File: src/design/lpc_pkg.sv
// Shared constants, types and codes of the line position centroid unit.
package lpc_pkg;

    localparam int SAMPLE_W     = 12;
    localparam int MAX_SENSORS  = 8;
    localparam int NUM_SENSORS_DEF = 8;
    localparam int WEIGHT_W     = 8;
    localparam int ERR_W        = 8;
    localparam int CFG_W        = 32;
    localparam int CFG_ADDR_W   = 2;
    localparam int DEN_W        = 15;   // up to eight excesses of 4095
    localparam int NUM_W        = 24;   // signed weighted sum
    localparam int MAG_W        = 22;   // |weighted sum| stays below 2^22
    localparam int PROD_W       = SAMPLE_W + 1 + WEIGHT_W;
    localparam int DIV_STEPS    = 9;    // quotient magnitude never exceeds 128
    localparam int DSH_W        = DEN_W + DIV_STEPS - 1;
    localparam int REM_W        = DSH_W;
    localparam int CNT_W        = 4;

    // floor(x/3) == (x * 2731) >> 13 for every 12-bit x
    localparam int THIRD_RECIP  = 2731;
    localparam int THIRD_SHIFT  = 13;

    localparam logic [SAMPLE_W-1:0] SAMPLE_MAX         = 12'd4095;
    localparam logic                WHITE_RESET        = 1'b1;
    localparam logic [SAMPLE_W-1:0] MIN_CONTRAST_RESET = 12'd800;
    localparam logic [CFG_W-1:0]    WEIGHTS_LOW_RESET  = 32'hFBEC_E2D8;
    localparam logic [CFG_W-1:0]    WEIGHTS_HIGH_RESET = 32'h281E_1405;

    typedef enum logic [CFG_ADDR_W-1:0] {
        CFG_WHITE        = 2'd0,
        CFG_MIN_CONTRAST = 2'd1,
        CFG_WEIGHTS_LOW  = 2'd2,
        CFG_WEIGHTS_HIGH = 2'd3
    } cfg_idx_t;

    typedef enum logic [2:0] {
        ST_IDLE,
        ST_SCAN,
        ST_THRESH,
        ST_ACCUM,
        ST_CHECK,
        ST_DIVIDE,
        ST_FINISH
    } state_t;

    typedef struct packed {
        logic load;
        logic scan;
        logic thresh;
        logic accum;
        logic div_init;
        logic div_step;
        logic finish;
        logic fresh;
    } cmd_t;

    typedef struct packed {
        logic conv_ok;
        logic contrast_ok;
        logic den_zero;
        logic out_free;
    } status_t;

endpackage

File: src/design/lpc_datapath.sv
// Datapath: sample store, min/max scan, threshold, weighted sums, serial divider, output register.
module lpc_datapath #(
    parameter int NUM_SENSORS = lpc_pkg::NUM_SENSORS_DEF,
    parameter int CHAN_W      = $clog2(NUM_SENSORS)
) (
    input  logic                                        aclk,
    input  logic                                        aresetn,
    input  logic [lpc_pkg::MAX_SENSORS*lpc_pkg::SAMPLE_W-1:0] s_tdata,
    input  logic                                        s_tuser,
    output logic                                        m_tvalid,
    input  logic                                        m_tready,
    output logic [lpc_pkg::ERR_W-1:0]                   m_tdata,
    output logic                                        m_tuser,
    input  logic                                        cfg_we,
    input  logic [lpc_pkg::CFG_ADDR_W-1:0]              cfg_addr,
    input  logic [lpc_pkg::CFG_W-1:0]                   cfg_wdata,
    input  lpc_pkg::cmd_t                               cmd,
    input  logic [CHAN_W-1:0]                           chan,
    output lpc_pkg::status_t                            status
);

    localparam int SW = lpc_pkg::SAMPLE_W;

    logic                           white_reg;
    logic [SW-1:0]                  min_contrast_reg;
    logic [lpc_pkg::CFG_W-1:0]      weights_low_reg;
    logic [lpc_pkg::CFG_W-1:0]      weights_high_reg;

    logic [SW-1:0]                  val_reg [NUM_SENSORS];
    logic                           conv_reg;
    logic [SW-1:0]                  hi_reg;
    logic [SW-1:0]                  lo_reg;
    logic [SW-1:0]                  thr_reg;
    logic signed [lpc_pkg::NUM_W-1:0] num_reg;
    logic [lpc_pkg::DEN_W-1:0]      den_reg;
    logic [lpc_pkg::REM_W-1:0]      rem_reg;
    logic [lpc_pkg::DSH_W-1:0]      dsh_reg;
    logic [lpc_pkg::DIV_STEPS-1:0]  quo_reg;
    logic                           neg_reg;
    logic [lpc_pkg::ERR_W-1:0]      held_reg;
    logic                           m_tvalid_reg;
    logic [lpc_pkg::ERR_W-1:0]      m_tdata_reg;
    logic                           m_tuser_reg;

    logic [SW-1:0]                  cur;
    logic [SW-1:0]                  spread;
    logic [2*SW-1:0]                third_prod;
    logic [SW-1:0]                  excess;
    logic [2*lpc_pkg::CFG_W-1:0]    weights;
    logic signed [lpc_pkg::WEIGHT_W-1:0] weight;
    logic signed [lpc_pkg::PROD_W-1:0]   prod;
    logic [lpc_pkg::NUM_W-1:0]      num_mag;
    logic [lpc_pkg::ERR_W-1:0]      new_err;

    assign cur        = val_reg[chan];
    assign spread     = hi_reg - lo_reg;
    assign third_prod = spread * SW'(lpc_pkg::THIRD_RECIP);
    assign excess     = (cur > thr_reg) ? cur - thr_reg : '0;
    assign weights    = {weights_high_reg, weights_low_reg};
    assign weight     = $signed(weights[lpc_pkg::WEIGHT_W*chan +: lpc_pkg::WEIGHT_W]);
    assign prod       = $signed({1'b0, excess}) * weight;
    assign num_mag    = num_reg[lpc_pkg::NUM_W-1] ? -num_reg : num_reg;
    assign new_err    = neg_reg ? lpc_pkg::ERR_W'(-quo_reg) : lpc_pkg::ERR_W'(quo_reg);

    assign status.conv_ok     = conv_reg;
    assign status.contrast_ok = (spread >= min_contrast_reg);
    assign status.den_zero    = (den_reg == '0);
    assign status.out_free    = !m_tvalid_reg || m_tready;

    assign m_tvalid = m_tvalid_reg;
    assign m_tdata  = m_tdata_reg;
    assign m_tuser  = m_tuser_reg;

    always_ff @(posedge aclk) begin
        if (!aresetn) begin
            white_reg        <= lpc_pkg::WHITE_RESET;
            min_contrast_reg <= lpc_pkg::MIN_CONTRAST_RESET;
            weights_low_reg  <= lpc_pkg::WEIGHTS_LOW_RESET;
            weights_high_reg <= lpc_pkg::WEIGHTS_HIGH_RESET;
        end else if (cfg_we) begin
            unique case (lpc_pkg::cfg_idx_t'(cfg_addr))
                lpc_pkg::CFG_WHITE:        white_reg        <= cfg_wdata[0];
                lpc_pkg::CFG_MIN_CONTRAST: min_contrast_reg <= cfg_wdata[SW-1:0];
                lpc_pkg::CFG_WEIGHTS_LOW:  weights_low_reg  <= cfg_wdata;
                lpc_pkg::CFG_WEIGHTS_HIGH: weights_high_reg <= cfg_wdata;
            endcase
        end
    end

    always_ff @(posedge aclk) begin
        if (cmd.load) begin
            for (int i = 0; i < NUM_SENSORS; i++) begin
                val_reg[i] <= white_reg ? s_tdata[i*SW +: SW]
                                        : lpc_pkg::SAMPLE_MAX - s_tdata[i*SW +: SW];
            end
            conv_reg <= s_tuser;
            hi_reg   <= '0;
            lo_reg   <= lpc_pkg::SAMPLE_MAX;
        end
        if (cmd.scan) begin
            if (cur > hi_reg) hi_reg <= cur;
            if (cur < lo_reg) lo_reg <= cur;
        end
        if (cmd.thresh) begin
            thr_reg <= lo_reg + SW'(third_prod[2*SW-1:lpc_pkg::THIRD_SHIFT]);
            num_reg <= '0;
            den_reg <= '0;
        end
        if (cmd.accum) begin
            num_reg <= num_reg + {{(lpc_pkg::NUM_W-lpc_pkg::PROD_W){prod[lpc_pkg::PROD_W-1]}},
                                  prod};
            den_reg <= den_reg + lpc_pkg::DEN_W'(excess);
        end
        if (cmd.div_init) begin
            rem_reg <= lpc_pkg::REM_W'(num_mag[lpc_pkg::MAG_W-1:0]);
            dsh_reg <= {den_reg, (lpc_pkg::DIV_STEPS-1)'(0)};
            quo_reg <= '0;
            neg_reg <= num_reg[lpc_pkg::NUM_W-1];
        end
        if (cmd.div_step) begin
            if (rem_reg >= dsh_reg) begin
                rem_reg <= rem_reg - dsh_reg;
                quo_reg <= {quo_reg[lpc_pkg::DIV_STEPS-2:0], 1'b1};
            end else begin
                quo_reg <= {quo_reg[lpc_pkg::DIV_STEPS-2:0], 1'b0};
            end
            dsh_reg <= dsh_reg >> 1;
        end
        if (cmd.finish) begin
            m_tdata_reg <= cmd.fresh ? new_err : held_reg;
            m_tuser_reg <= cmd.fresh;
        end
    end

    always_ff @(posedge aclk) begin
        if (!aresetn) begin
            held_reg     <= '0;
            m_tvalid_reg <= 1'b0;
        end else begin
            if (cmd.finish && cmd.fresh) held_reg <= new_err;
            if (cmd.finish)              m_tvalid_reg <= 1'b1;
            else if (m_tready)           m_tvalid_reg <= 1'b0;
        end
    end

endmodule

File: src/design/lpc_controller.sv
// Controller: sequences capture, scan, threshold, accumulation, division and result hand-off.
module lpc_controller #(
    parameter int NUM_SENSORS = lpc_pkg::NUM_SENSORS_DEF,
    parameter int CHAN_W      = $clog2(NUM_SENSORS)
) (
    input  logic              aclk,
    input  logic              aresetn,
    input  logic              s_tvalid,
    output logic              s_tready,
    input  lpc_pkg::status_t  status,
    output lpc_pkg::cmd_t     cmd,
    output logic [CHAN_W-1:0] chan
);

    localparam logic [lpc_pkg::CNT_W-1:0] LAST_CHAN = lpc_pkg::CNT_W'(NUM_SENSORS - 1);
    localparam logic [lpc_pkg::CNT_W-1:0] LAST_STEP = lpc_pkg::CNT_W'(lpc_pkg::DIV_STEPS - 1);

    lpc_pkg::state_t             state_reg, state_next;
    logic [lpc_pkg::CNT_W-1:0]   cnt_reg, cnt_next;
    logic                        fresh_reg, fresh_next;

    assign chan = cnt_reg[CHAN_W-1:0];

    always_ff @(posedge aclk) begin
        if (!aresetn) begin
            state_reg <= lpc_pkg::ST_IDLE;
            cnt_reg   <= '0;
            fresh_reg <= 1'b0;
        end else begin
            state_reg <= state_next;
            cnt_reg   <= cnt_next;
            fresh_reg <= fresh_next;
        end
    end

    always_comb begin
        state_next = state_reg;
        cnt_next   = cnt_reg;
        fresh_next = fresh_reg;
        unique case (state_reg)
            lpc_pkg::ST_IDLE: begin
                cnt_next = '0;
                if (s_tvalid) state_next = lpc_pkg::ST_SCAN;
            end
            lpc_pkg::ST_SCAN: begin
                if (cnt_reg == LAST_CHAN) begin
                    cnt_next   = '0;
                    state_next = lpc_pkg::ST_THRESH;
                end else begin
                    cnt_next = cnt_reg + 1'b1;
                end
            end
            lpc_pkg::ST_THRESH: begin
                if (!status.conv_ok || !status.contrast_ok) begin
                    fresh_next = 1'b0;
                    state_next = lpc_pkg::ST_FINISH;
                end else begin
                    state_next = lpc_pkg::ST_ACCUM;
                end
            end
            lpc_pkg::ST_ACCUM: begin
                if (cnt_reg == LAST_CHAN) begin
                    cnt_next   = '0;
                    state_next = lpc_pkg::ST_CHECK;
                end else begin
                    cnt_next = cnt_reg + 1'b1;
                end
            end
            lpc_pkg::ST_CHECK: begin
                if (status.den_zero) begin
                    fresh_next = 1'b0;
                    state_next = lpc_pkg::ST_FINISH;
                end else begin
                    state_next = lpc_pkg::ST_DIVIDE;
                end
            end
            lpc_pkg::ST_DIVIDE: begin
                if (cnt_reg == LAST_STEP) begin
                    fresh_next = 1'b1;
                    state_next = lpc_pkg::ST_FINISH;
                end else begin
                    cnt_next = cnt_reg + 1'b1;
                end
            end
            lpc_pkg::ST_FINISH: begin
                if (status.out_free) state_next = lpc_pkg::ST_IDLE;
            end
            default: state_next = lpc_pkg::ST_IDLE;
        endcase
    end

    always_comb begin
        cmd      = '0;
        s_tready = 1'b0;
        unique case (state_reg)
            lpc_pkg::ST_IDLE: begin
                s_tready = 1'b1;
                cmd.load = s_tvalid;
            end
            lpc_pkg::ST_SCAN:   cmd.scan     = 1'b1;
            lpc_pkg::ST_THRESH: cmd.thresh   = 1'b1;
            lpc_pkg::ST_ACCUM:  cmd.accum    = 1'b1;
            lpc_pkg::ST_CHECK:  cmd.div_init = !status.den_zero;
            lpc_pkg::ST_DIVIDE: cmd.div_step = 1'b1;
            lpc_pkg::ST_FINISH: begin
                cmd.finish = status.out_free;
                cmd.fresh  = fresh_reg;
            end
            default: cmd = '0;
        endcase
    end

endmodule

File: src/design/line_position_centroid_unit.sv
// Top level of the line position centroid unit: controller and datapath.
// One item is taken at a time. Each item is scanned for min/max one channel per cycle;
// when the conversion failed or the contrast is too low, accumulation and division are
// skipped. Otherwise the weighted sums are accumulated one channel per cycle, and unless
// no sample lies above the threshold the nine-step restoring divider forms the centroid.
// The result register lets the next item be taken while a result waits on m_tready.
// Configuration is to be written through cfg_we/cfg_addr/cfg_wdata only while the unit
// is idle; the unit itself does not enforce this.
module line_position_centroid_unit #(
    parameter int NUM_SENSORS = lpc_pkg::NUM_SENSORS_DEF
) (
    input  logic                                              aclk,
    input  logic                                              aresetn,
    input  logic                                              s_tvalid,
    output logic                                              s_tready,
    // sample_0 .. sample_7, 12 bits each, sample_0 lowest
    input  logic [lpc_pkg::MAX_SENSORS*lpc_pkg::SAMPLE_W-1:0] s_tdata,
    // conversion_ok
    input  logic                                              s_tuser,
    output logic                                              m_tvalid,
    input  logic                                              m_tready,
    // position_error (signed)
    output logic [lpc_pkg::ERR_W-1:0]                         m_tdata,
    // line_valid
    output logic                                              m_tuser,
    input  logic                                              cfg_we,
    input  logic [lpc_pkg::CFG_ADDR_W-1:0]                    cfg_addr,
    input  logic [lpc_pkg::CFG_W-1:0]                         cfg_wdata
);

    localparam int CHAN_W = $clog2(NUM_SENSORS);

    lpc_pkg::cmd_t       cmd;
    lpc_pkg::status_t    status;
    logic [CHAN_W-1:0]   chan;

    lpc_controller #(
        .NUM_SENSORS (NUM_SENSORS),
        .CHAN_W      (CHAN_W)
    ) u_ctrl (
        .aclk     (aclk),
        .aresetn  (aresetn),
        .s_tvalid (s_tvalid),
        .s_tready (s_tready),
        .status   (status),
        .cmd      (cmd),
        .chan     (chan)
    );

    lpc_datapath #(
        .NUM_SENSORS (NUM_SENSORS),
        .CHAN_W      (CHAN_W)
    ) u_dp (
        .aclk      (aclk),
        .aresetn   (aresetn),
        .s_tdata   (s_tdata),
        .s_tuser   (s_tuser),
        .m_tvalid  (m_tvalid),
        .m_tready  (m_tready),
        .m_tdata   (m_tdata),
        .m_tuser   (m_tuser),
        .cfg_we    (cfg_we),
        .cfg_addr  (cfg_addr),
        .cfg_wdata (cfg_wdata),
        .cmd       (cmd),
        .chan      (chan),
        .status    (status)
    );

endmodule

File: config.mk
export PLATFORM = sky130hd
export DESIGN_NAME = line_position_centroid_unit
export DESIGN_NICKNAME = d
export VERILOG_FILES = /design/src/design/lpc_pkg.sv /design/src/design/lpc_datapath.sv /design/src/design/lpc_controller.sv /design/src/design/line_position_centroid_unit.sv
export SDC_FILE = /design/constraint.sdc
export NUM_CORES = 1
export LEC_CHECK = 0
export ABC_AREA = 0
export CELL_PAD_IN_SITES_DETAIL_PLACEMENT = 1
export CELL_PAD_IN_SITES_GLOBAL_PLACEMENT = 1
export CORE_MARGIN = 3
export CORE_UTILIZATION = 40
export CTS_BUF_LIST = sky130_fd_sc_hd__clkbuf_2
export CTS_CLUSTER_DIAMETER = 40
export DETAILED_ROUTE_END_ITERATION = 10
export DONT_BUFFER_PORTS = 1
export PLACE_DENSITY = 0.68
export SLEW_MARGIN = 20
export SYNTH_ARGS = -nofsm -noshare
export SYNTH_HDL_FRONTEND = slang
export SYNTH_HIERARCHICAL = 1
export SYNTH_SLANG_ARGS = --single-unit
File: constraint.sdc
create_clock -name aclk -period 9.2 [get_ports aclk]
set_input_delay 1.84 -clock aclk [delete_from_list [all_inputs] [get_ports aclk]]
set_output_delay 1.84 -clock aclk [all_outputs]
set_load 0.01 [all_outputs]
## After elaboration in Yosys (flattened, before gate mapping)

Memories as Yosys holds them, arrays and structs flattened. A register that Yosys moved wholly into a read port is not among the register bits.
Index checks and enable logic that the tools add are counted.

- Multipliers: 2
- Div/mod/pow operators: 0
- Equal/unequal tests: 19
- Shift-type cells: 1
- Bitwise logic cells: 0
- Reduce and logical (&&, ||, !) cells: 23
- Muxes and demuxes: 59
- Order comparisons: 5
- Add/subtract/negate cells: 17

Operator list:

| kind | count |
|---|---|
| $mux W12 | 15 |
| $sub A12 B12 Y12 const A | 8 |
| $mux W23 | 3 |
| $mux W22 | 3 |
| $shiftx A64 B7 Y8 | 1 |
| $mux W24 | 2 |
| $mux W8 | 4 |
| $mux W15 | 2 |
| $add A24 B24 Y24 | 1 |
| $gt A12 B12 Y1 | 2 |
| $mul A12 B12 Y24 const B | 1 |
| $mux W3 | 8 |
| $sub A12 B12 Y12 | 2 |
| $ge A23 B23 Y1 | 1 |
| $sub A23 B23 Y23 | 1 |
| $neg A22 Y22 | 1 |
| $mul A13 B8 Y21 | 1 |
| $pmux W3 S7 | 1 |
| $add A15 B12 Y15 | 1 |
| $logic_not A15 Y1 | 1 |
| $mux W1 | 15 |
| $add A12 B11 Y12 | 1 |
| $ge A12 B12 Y1 | 1 |
| $lt A12 B12 Y1 | 1 |
| 26 further kinds | 49 |

- Logic and storage cells: 149
- Memories kept: 1
- Bits in read-only memories: 0
- Memory bits (writable): 96
- Input port bits: 136
- Bits in registers: 234
- Latch bits: 0

Memory list:

| name | words | bits a word | read ports | clocked after Yosys merged registers in | wr ports | line | text |
|---|---|---|---|---|---|---|---|
| u_dp.val_reg | 8 | 12 | 1 | 1 | 8 | lpc_datapath.sv:29 | `logic [SW-1:0] val_reg [NUM_SENSORS];` |

## Logic depth before layout (Yosys ltp)

- Depth in word-level cells: 6
- Depth in mapped cells: 45
- Depth with buffers taken out: 41

## By module

Netlist, hierarchy kept.

Modules (own cells, without submodules):

| module | times used | area each (µm²) | cells an instance |
|---|---|---|---|
| lpc_datapath | 1 | 24,430.9 | 2,452 |
| lpc_controller | 1 | 653.1 | 82 |

## Worst setup path before layout

No wires, ideal clock.

- Kind: reg-to-reg
- From: reg u_ctrl/cnt_reg[0] in the netlist's numbering
- To: reg u_dp/num_reg[23] in the netlist's numbering, data pin
- Data arrival time: 9.507 ns
- Setup time: 0.256 ns
- Slack: -0.562 ns
- Path buffers: 5
- Stages on the path, launching flop included: 45
- Data required time: 8.944 ns
- Cells stage by stage: dfxtp_1 -> buf_4 -> clkbuf_1 -> buf_2 -> buf_2 -> mux4_2 -> mux2i_1 -> inv_1 -> fa_1 -> a21o_1 -> a21o_1 -> a221oi_1 -> o21bai_1 -> a21oi_1 -> o21ai_0 -> o31a_1 -> buf_2 -> nand2_1 -> [9 not listed] -> ha_1 -> inv_1 -> o21bai_1 -> a211o_1 -> and3_1 -> o311ai_0 -> nand2b_1 -> a21oi_1 -> xnor2_1 -> ha_1 -> a21o_1 -> a21oi_1 -> nor2_1 -> a211oi_1 -> o31a_1 -> xnor2_1 -> xnor2_1 -> nor2b_1

- Cells in the longest elaborated chain, start to end: 4

RTL lines:

| element | line | text |
|---|---|---|
| from (decl) | lpc_controller.sv:19 | `logic [lpc_pkg::CNT_W-1:0] cnt_reg, cnt_next;` |
| from (signal assigned) | lpc_controller.sv:31 | `cnt_reg <= cnt_next;` |
| $shiftx A64 B7 Y8 | lpc_datapath.sv:60 | `assign weight = $signed(weights[lpc_pkg::WEIGHT_W*chan +: lpc_pkg::WEIGHT_W]);` |
| $mul A13 B8 Y21 | lpc_datapath.sv:61 | `assign prod = $signed({1'b0, excess}) * weight;` |
| $add A24 B24 Y24 | lpc_datapath.sv:110 | `num_reg <= num_reg + {{(lpc_pkg::NUM_W-lpc_pkg::PROD_W){prod[lpc_pkg::PROD_W-1]}},` |
| $mux W24 | lpc_datapath.sv:109 | `if (cmd.accum) begin` |
| to (signal assigned) | lpc_datapath.sv:110 |  |
| to (decl) | lpc_datapath.sv:34 | `logic signed [lpc_pkg::NUM_W-1:0] num_reg;` |

Every way passes these cells.
A chain may end at the register's enable or synchronous reset.

## Final worst setup path

- From: reg u_ctrl/cnt_reg[0] in the netlist's numbering
- To: reg u_dp/num_reg[22] in the netlist's numbering, data pin

The elaborated chain is that of the path after synthesis.

==> results_dict.tcl <==
set metrics [dict create \
    status "finished, final reports clean" \
    drt-total-wl_um 68300 \
    cts_inserted_buffers 90 \
    num_vias 18600 \
    design.core.area_um2 61800 \
    fmax_mhz 113 \
    grt_pass1_vias 20600 \
    ys_top_cells_by_area "edfxtp_1 23%, ha_1 13%, dfxtp_1 11%, fa_1 8.5%, xnor2_1 5.8%" \
    finalCriticalPeriod_ns 8.86 \
    drtIter0Drc 793 \
    rows 91 \
    synth_nets 3043 \
    port_buffers 0 \
    synth_top_cell_by_area "edfxtp_1" \
    ys_ff_latch 330 \
    post-route-period-util 0.963 \
    clockRootBuffer "clkbuf_2" \
    cp.arrival_ns 9.70 \
    skew_ns 0.116 \
    whs_endpoint "u_dp/weights_high_reg[28]$_SDFFE_PN0P_" \
    async_reset_ff_frac 0 \
    syn_to_final_growth_pct 12.6 \
    clkSlewWorstSetupHoldPaths_ns 0.12 \
    ant_nets 0 \
    hpwl_um 52500 \
    timing.rr.start "u_ctrl/cnt_reg[0]$_SDFFE_PN0P_" \
    rsz0062_at_grt "true" \
    cts_tree "yes" \
    postPlaceCellArea_um2 26500 \
    hold_depth 2 \
    end_kind "flop" \
    hp-start "u_dp/weights_high_reg[28]$_SDFFE_PN0P_" \
    slew_violations 0 \
    final_cell_mix "289 x inv_1, 251 x nand2_1, 249 x ha_1, 188 x edfxtp_1, 163 x xnor2_1" \
    synth_edf_count 188 \
    wl_per_cell_um 19.1 \
    r2r_cells 37 \
    synthFlopType "edfxtp_1" \
    max_stage_delay_ns 0.61 \
    worstSetupPathType "flop to flop" \
    die_y_um 256 \
    syn_area_per_cell_um2 9.90 \
    r2r-end "u_dp/num_reg[22]$_SDFFCE_PN0P_" \
    drive_above_1_share 0.163 \
    post_drt_via_cell_ratio 5.22 \
    grt_usage 0.206 \
    yosysTopAreaCellShare 0.225 \
    drtPass1Iterations 5 \
    die_w_um 256 \
    maxCapViolCount 0 \
    syn_inst 2534 \
    grt_antenna_before_repair 1 \
    clockBufferDepth 3 \
    r2r_slack_ns 0.34 \
    grt_start_max_net_pins 96 \
    grt-ovfl-total 0 \
    finalNetCount 3167 \
    setup_viol 0 \
    final_area_um2 28200 \
    layout.cells.most_common "inv_1" \
    holdCritPathClass "flop to flop" \
    drcViolationCount 0 \
    clk_latency_ns 1.08 \
    synth_warnings 6 \
    cp_max_fo 6 \
    start_util 0.406 \
    gp_congestion 0.860 \
    synthDistinctLibCells 78 \
    worstPathRequired_ns 10.04 \
    grt_pass1_wl_um 109000 \
    start_kind "flop" \
    relSlewSlack 0.283 \
    finalHoldViolCount 0 \
    cts_hold_buffers 0 \
    worst_slew_pin_slew_ns 1.07 \
    ios 147 \
    synthesis.area_um2 25100 \
    cpMaxStageDelayCell "fa_1" \
    clkSinkCount 330 \
    largest_reg_flops 96 \
    ys_seq_area_frac 0.338 \
    cts_max_level 3 \
    die-area_um2 65800 \
]
-- cells by family (layout without fill, tap and decap cells) --
family	after synthesis	after routing	synth area share
mux	109	109	0.0643
other cells	0	1	0
flops	330	330	0.338
simple gates	688	688	0.129
xor+xnor	219	219	0.0765
buf+inv	400	598	0.0617
fa+ha+maj	373	373	0.218
compound gates	415	415	0.112
-- stage by stage --
stage / std cells / setup WS, ns / TNS, ns / utilization / hold slack [ns]
5_1_grt: 3570 / -0.119 / -0.176 / 0.457 / 0.495
4_1_cts: 3538 / 0.00701 / 0 / 0.444 / 0.472
6_report: 3570 / 0.337 / 0 / 0.457 / 0.472
2_1_floorplan: 2534 / 0.00291 / 0 / - / 0.435
3_3_place_gp: 3372 / 0.0169 / 0 / 0.429 / 0.444
3_5_place_dp: 3372 / -0.237 / -0.292 / 0.429 / 0.455
-- timing repair --
action,in CTS,in global routing
pin swaps,1,65
endpoints found under the setup margin,2,11
setup buffers,0,31
gates resized for setup,13,109
-- Yosys cell counts (12+ instances only) --
| master | n |
|---|---|
| inv_1 | 302 |
| ha_1 | 266 |
| nand2_1 | 258 |
| edfxtp_1 | 188 |
| nor2_1 | 167 |
| xnor2_1 | 165 |
| dfxtp_1 | 142 |
| fa_1 | 107 |
| a21oi_1 | 89 |
| o21ai_0 | 81 |
| clkbuf_1 | 69 |
| a21o_1 | 63 |
| mux2i_1 | 54 |
| nand3_1 | 54 |
| xor2_1 | 54 |
| a21boi_0 | 51 |
| and2_1 | 47 |
| mux4_2 | 40 |
| nand2b_1 | 37 |
| nor3_1 | 18 |
| and3_1 | 17 |
| nand4_1 | 16 |
| nor2b_1 | 16 |
| o31ai_1 | 16 |
| o21a_1 | 15 |
| o21bai_1 | 15 |
| mux2_2 | 14 |
| or3_1 | 12 |
-- critical path: cells and delay by family (launching register included) --
kind	cells	cell delay, ns
fa+ha+maj	8	3.22
compound gates	15	2.79
mux	2	0.79
buf+inv	6	0.59
simple gates	4	0.46
flops	1	0.43
xor+xnor	2	0.33
-- area by class of cell --
cell class                      count  area, um^2
Antenna cell                        1        2.50
Multi-Input combinational cell   1804       15600
Tap cell                          837        1050
Inverter                          302        1140
Timing Repair Buffer              130        1040
Clock inverter                     50         303
Fill cell                        7005       33600
Clock buffer                      116         581
Sequential cell                   330        8500
-- how the worst max path moves through the flow --
stage / start / to / slack [ns] / cells past startpoint
after floorplan: u_ctrl/cnt_reg[0]$_SDFFE_PN0P_ / u_dp/num_reg[23]$_SDFFCE_PN0P_ / 0.003 / 44
after global placement: u_ctrl/cnt_reg[0]$_SDFFE_PN0P_ / u_dp/num_reg[23]$_SDFFCE_PN0P_ / 0.02 / 41
after detailed placement: u_ctrl/cnt_reg[0]$_SDFFE_PN0P_ / u_dp/num_reg[23]$_SDFFCE_PN0P_ / -0.24 / 38
after CTS: u_ctrl/cnt_reg[0]$_SDFFE_PN0P_ / u_dp/num_reg[23]$_SDFFCE_PN0P_ / 0.007 / 40
after global routing: u_ctrl/cnt_reg[0]$_SDFFE_PN0P_ / u_dp/num_reg[23]$_SDFFCE_PN0P_ / -0.12 / 40
final: u_ctrl/cnt_reg[0]$_SDFFE_PN0P_ / u_dp/num_reg[22]$_SDFFCE_PN0P_ / 0.34 / 37
-- per-layer routing --
layer | vias to the layer above | global-route usage | part of all wire
met1 | 9222 | 0.249 | 0.43
met4 | 0 | 0.0677 | 0.030
li1 | 8973 | - | -
met2 | 311 | 0.371 | 0.51
met3 | 121 | 0.0347 | 0.033
met5 | - | 0 | 0
Power is not shown: default switching activity piles up to over one toggle a cycle in this logic, so the estimate is an artifact.
